File: src/hw/rtl/sacl_pkg.sv
package sacl_pkg;

  // Geometry of the cache model
  localparam int ADDR_BITS      = 48;
  localparam int MAX_SET_BITS   = 6;
  localparam int MAX_WAYS       = 8;
  localparam int BLOCK_BITS_MAX = 16;

  localparam int NUM_SETS = 1 << MAX_SET_BITS;
  localparam int SET_W    = (MAX_SET_BITS > 0) ? MAX_SET_BITS : 1;
  localparam int WAY_W    = (MAX_WAYS > 1) ? $clog2(MAX_WAYS) : 1;
  localparam int CNT_W    = $clog2(MAX_WAYS + 1);
  localparam int TOTAL_W  = 32;

  // Configuration field widths
  localparam int SET_BITS_W   = 3;
  localparam int BLOCK_BITS_W = 5;
  localparam int WAYS_W       = 4;
  localparam int OP_W         = 2;

  // Access kind that counts twice
  localparam logic [OP_W-1:0] OP_MODIFY = 2'd2;

  // Register indexes on the configuration port
  localparam logic [1:0] REG_SET_BITS   = 2'd0;
  localparam logic [1:0] REG_BLOCK_BITS = 2'd1;
  localparam logic [1:0] REG_WAYS       = 2'd2;

  // One way of a set: valid, tag and recency rank (0 is most recent)
  typedef struct packed {
    logic                 valid;
    logic [ADDR_BITS-1:0] tag;
    logic [WAY_W-1:0]     rank;
  } way_t;

  typedef way_t [MAX_WAYS-1:0] row_t;

  // Commands from the controller to the datapath
  typedef struct packed {
    logic load;    // latch the access and read its set
    logic update;  // write the set back, bump totals, load the result
  } cmd_t;

endpackage

File: src/hw/rtl/sacl_ctrl.sv
module sacl_ctrl (
  input  logic          clk,
  input  logic          rst,
  input  logic          access_valid,
  output logic          access_ready,
  output logic          result_valid,
  input  logic          result_ready,
  output sacl_pkg::cmd_t cmd
);

  typedef enum logic [1:0] {
    S_IDLE   = 2'b01,
    S_LOOKUP = 2'b10
  } state_t;

  state_t state;
  state_t state_next;
  logic   result_valid_next;
  logic   slot_free;

  // Output slot can take a new word when empty or being drained
  assign slot_free    = !result_valid || result_ready;
  assign access_ready = (state == S_IDLE);
  assign cmd.load     = (state == S_IDLE) && access_valid;
  assign cmd.update   = (state == S_LOOKUP) && slot_free;

  // Advance between set read and write back
  always_comb begin
    state_next = state;
    unique case (state)
      S_IDLE: begin
        if (access_valid) state_next = S_LOOKUP;
      end
      S_LOOKUP: begin
        if (slot_free) state_next = S_IDLE;
      end
      default: state_next = S_IDLE;
    endcase
  end

  // Hold the result word until taken
  always_comb begin
    result_valid_next = result_valid;
    if (cmd.update) result_valid_next = 1'b1;
    else if (result_ready) result_valid_next = 1'b0;
  end

  always_ff @(posedge clk) begin
    if (rst) begin
      state        <= S_IDLE;
      result_valid <= 1'b0;
    end else begin
      state        <= state_next;
      result_valid <= result_valid_next;
    end
  end

endmodule

File: config.mk
export PLATFORM = sky130hd
export DESIGN_NAME = sacl_ctrl
export DESIGN_NICKNAME = d
export VERILOG_FILES = /design/src/hw/rtl/sacl_pkg.sv /design/src/hw/rtl/sacl_ctrl.sv
export SDC_FILE = /design/constraint.sdc
export NUM_CORES = 1
export LEC_CHECK = 0
export BUFFER_PORTS_ARGS = -buffer_cell sky130_fd_sc_hd__buf_2
export CAP_MARGIN = 20
export CORE_AREA = 5 5 42 44
export CTS_CLUSTER_SIZE = 16
export DETAILED_ROUTE_END_ITERATION = 6
export DIE_AREA = 0 0 47 49
export PLACE_DENSITY = 0.32
export SLEW_MARGIN = 20
export SYNTH_ARGS = -nofsm -noshare
export SYNTH_HDL_FRONTEND = slang
export SYNTH_SLANG_ARGS = --single-unit
File: constraint.sdc
create_clock -name clk -period 0.9 [get_ports clk]
set_input_delay 0 -clock clk [delete_from_list [all_inputs] [get_ports clk]]
set_output_delay 0 -clock clk [all_outputs]
set_load 0.05 [all_outputs]
After elaboration in Yosys (flattened, before gate mapping)
Cells that the tools add are included.
Storage, ports and cells
  memory bits (read-only): 0
  RAM bits: 0
  register bits: 3
  input bits: 4
  word-level logic and storage cells: 17
  memories: 0
  bits in latches: 0
  output and inout bits: 4
Operators by class
  $add $sub $neg: 0
  div/mod/pow operators: 0
  order comparisons: 0
  shifts and indexed selects: 0
  mux-type cells: 5
  bitwise gates (word level): 0
  $mul: 0
  reduce and logical (&&, ||, !) cells: 6
  equal/unequal tests: 4
Operators by type and width (count)
  two-way mux 2 bit: 2
  inequality test 2 bit, second input constant: 2
  case mux 2 bit (2 select lines): 1
  == test 2 x 1 -> 1 bit, second input constant: 1
  == test 2 bit, second input constant: 1
  logical AND 1 bit: 2
  two-way mux 1 bit: 2
  AND reduction 2 bit: 1
  nonzero test 2 bit: 1
  logical NOT 1 bit: 1
  logical OR 1 bit: 1

Longest topological paths before layout
  depth in word-level cells: 4
  gate-level depth with buffers: 3
  gate-level depth less buffers: 2

Worst setup path after synthesis
OpenSTA, ideal clock, no wires.
  path kind: register to register
  start point: reg result_valid
  end point: reg state[0]
  arrival: 0.982 ns
  period minus slack after synthesis: 1.120 ns
  library setup time: 0.138 ns
  required time: 0.762 ns
  stages on the path, launching flop included: 3
  slack: -0.220 ns
  cells stage by stage: dfxtp_1 and4bb_2 o21bai_1
On the way
  longest elaborated chain between the ends: 4
Ends and longest elaborated chain
  from (decl): line sacl_ctrl.sv:6  | output logic result_valid,
  from (signal assigned): line sacl_ctrl.sv:54  | result_valid <= result_valid_next;
  logical NOT 1 bit: line sacl_ctrl.sv:22  | assign slot_free = !result_valid || result_ready;
  logical OR 1 bit: line sacl_ctrl.sv:22
  inequality test 2 bit (no source line)
  AND reduction 2 bit (no source line)
  to (signal assigned): line sacl_ctrl.sv:53  | state <= state_next;
  to (decl): line sacl_ctrl.sv:16  | state_t state;
Every way passes these cells.
A chain may end at the register's enable or synchronous reset.

==> impl_metrics.ini <==
[outcome]
status = finished, violations left
violations = setup timing

[die]
ioPinCount = 8
core_um2 = 1400
rows = 14
die_w_um = 47
initial_core_util_pct = 9.73
dieArea_um2 = 2300
die_h_um = 49

[worst_setup_path]
r2r-start = state[1]$_SDFFE_PP0P_
critPathLaunch = state[1]$_SDFFE_PP0P_
r2r_cells = 2
cp-end-kind = output port
start_kind = flip-flop
criticalPathCategory = reg -> out
crit_fanout = 4
r2r_setup_slack_ns = 0.01
critPathArrivalTime_ns = 1.00
required_ns = 0.90
r2r-end = state[1]$_SDFFE_PP0P_

[timing]
drv_slew = 0
rsz0062_at_grt = yes
skew_ns = 0.00201
period_needed_ns = 1.00
finalSetupTns_ns = -0.155
fmax_ghz = 1.00
period_share_pct = 111
hold_violations = 0
fin_ws_ns = -0.100
finalSetupViolCount = 2
tightest_slew_ns = 0.248
relSlewSlack_pct = 83.6

[routing]
wl_per_cell_um = 8.83
drcViolationCount = 0
drtAntennaViolNets = 0
via_count = 134
firstDrtPassIters = 1
vias_per_cell = 3.35
drt_iter0_drc = 0
wirelength_um = 353

[synthesis]
syn_inst = 13
ys_warn_count = 0
synth.cell_area_um2 = 136
syn-num-nets = 17
netlist.top_cell.by_area = dfxtp_1
synth_area_leaders = dfxtp_1, and4bb_2, nand2b_1
synth_cell_types = 9
synth_seq_cells = 3
syn_area_per_cell_um2 = 10.5
ys_seq_area_share_pct = 44.0
synth_top_area_share_pct = 44.0

[cells_and_area]
final_cell_mix = buf_2, clkbuf_4, buf_6, dfxtp_2
nNetsFinal = 29
final_common_cell = buf_2
final_cells = 40
final_area_um2 = 262
layout-drive-gt1-share_pct = 75.0
diodes = 0
synthToLayoutAreaGrowth_pct = 91.7
fill_cells = 168

[grt]
grt_use_met2_pct = 4.07
grt_util_met3_pct = 6.27
antenna_found_initial = 0
overflow = 0
grt_max_degree = 5
grt.busiest_layer = met3
use_met1_pct = 4.39
grt_pass1_vias = 149
grt_first_pass_wirelength_um = 634
grt_use_total_pct = 4.50

[placed_design]
place_inst = 35
place.port_buffers = 7
gp_congestion = 0.573
post-place-ws_ns = 0.0287
placed_area_um2 = 190

[worst_hold_path]
hold_path.class = in -> reg
hold_path_end = result_valid$_SDFFE_PP0P_
hp-start = result_ready
hold_path_depth = 3

[clock_network]
clkLatencyLatePin_ns = 0.23
path_clk_slew_ns = 0.04
cts_buffers = 3
cts_setup_buffers = 0
cts_tree = yes
cts_buffer_depth = 2
cts-root-buf = clkbuf_4
cts.sinks = 3
cts-htree-levels = 1

[power]
cellLeakagePower_nw = 0.131
netSwitchingPower_mw = 0.126
comb_power_share_pct = 19.7
p_seq_share_pct = 31.3
power.share.clock_pct = 49.0
p_per_area_nw_per_um2 = 1820
ir_drop_v = 0.000551
internal-power_mw = 0.349
swShare_pct = 26.6

[run]
maxCapViolCount = 0
## worst max-delay path, stage by stage, from the launching register on
cell,delay [ns]
dfxtp_2,0.34
and3b_2,0.27
buf_6,0.16
## area by class of cell
class | count | area [µm²] | area share [%]
multi-input combinational | 9 | 87.6 | 33.5
sequential | 3 | 63.8 | 24.4
timing repair buffer | 8 | 63.8 | 24.4
clock buffer | 4 | 26.3 | 10.0
tap | 16 | 20.0 | 7.66
## registers in the layout, summed over array words and instances, names as in the netlist
| register | flops |
|---|---|
| result_valid | 1 |
| state | 2 |
## cells by family (layout without fill, tap and decap cells)
kind of cell | count (synthesis) | count (layout) | synth area share, %
compound gates | 3 | 3 | 16.5
simple gates | 6 | 6 | 33.9
buf+inv | 1 | 12 | 5.51
flops | 3 | 3 | 44.0
## per-layer routing
metal / vias to the layer above / share of wire, % / routed length [µm]
li1: 67 / - / -
met1: 57 / 52 / 183
met3: 2 / 16 / 58
met2: 8 / 29 / 103
met5: - / 0 / 0
met4: 0 / 2.3 / 8
## cell usage after synthesis
cell,n
buf_4,1
dfxtp_1,3
o21ba_1,1
o21bai_1,1
a21oi_1,1
and3b_1,1
nand2b_1,2
nor2b_1,2
and4bb_2,1
## power groups by stage
stage / logic [mW] / clock network, mW / registers [mW]
after detailed placement: 0.0734 / 0 / 0.149
after floorplan: 0.0540 / 0 / 0.150
after global placement: 0.0727 / 0 / 0.148
after global routing: 0.0986 / 0.260 / 0.150
after CTS: 0.0932 / 0.247 / 0.148
final: 0.0937 / 0.233 / 0.149
## stage by stage
stage | total power, mW | hold slack, ns | util (%)
5_1_grt | 0.509 | 0.0876 | 18.7
4_1_cts | 0.489 | 0.0487 | 18.2
3_3_place_gp | 0.221 | 0.176 | 13.6
2_1_floorplan | 0.204 | 0.0617 | -
3_5_place_dp | 0.222 | 0.185 | 13.6
6_report | 0.476 | 0.0675 | 18.7
## worst max path at each step
| stage | endpoint | slack, ns |
|---|---|---|
| after global placement | state[1]$_SDFFE_PP0P_ | 0.06 |
| after floorplan | state[1]$_SDFFE_PP0P_ | -0.05 |
| after CTS | cmd[1] | -0.11 |
| after detailed placement | state[1]$_SDFFE_PP0P_ | 0.03 |
| final | cmd[1] | -0.10 |
| after global routing | cmd[1] | -0.13 |
## repair_timing
item | in CTS | in global routing
hold buffers | 1 | 0
endpoints found under the hold margin | 2 | 0
setup endpoints to repair | 3 | 4
resized for setup | 8 | 2
Note: power is estimated with default switching activity, not from simulation.
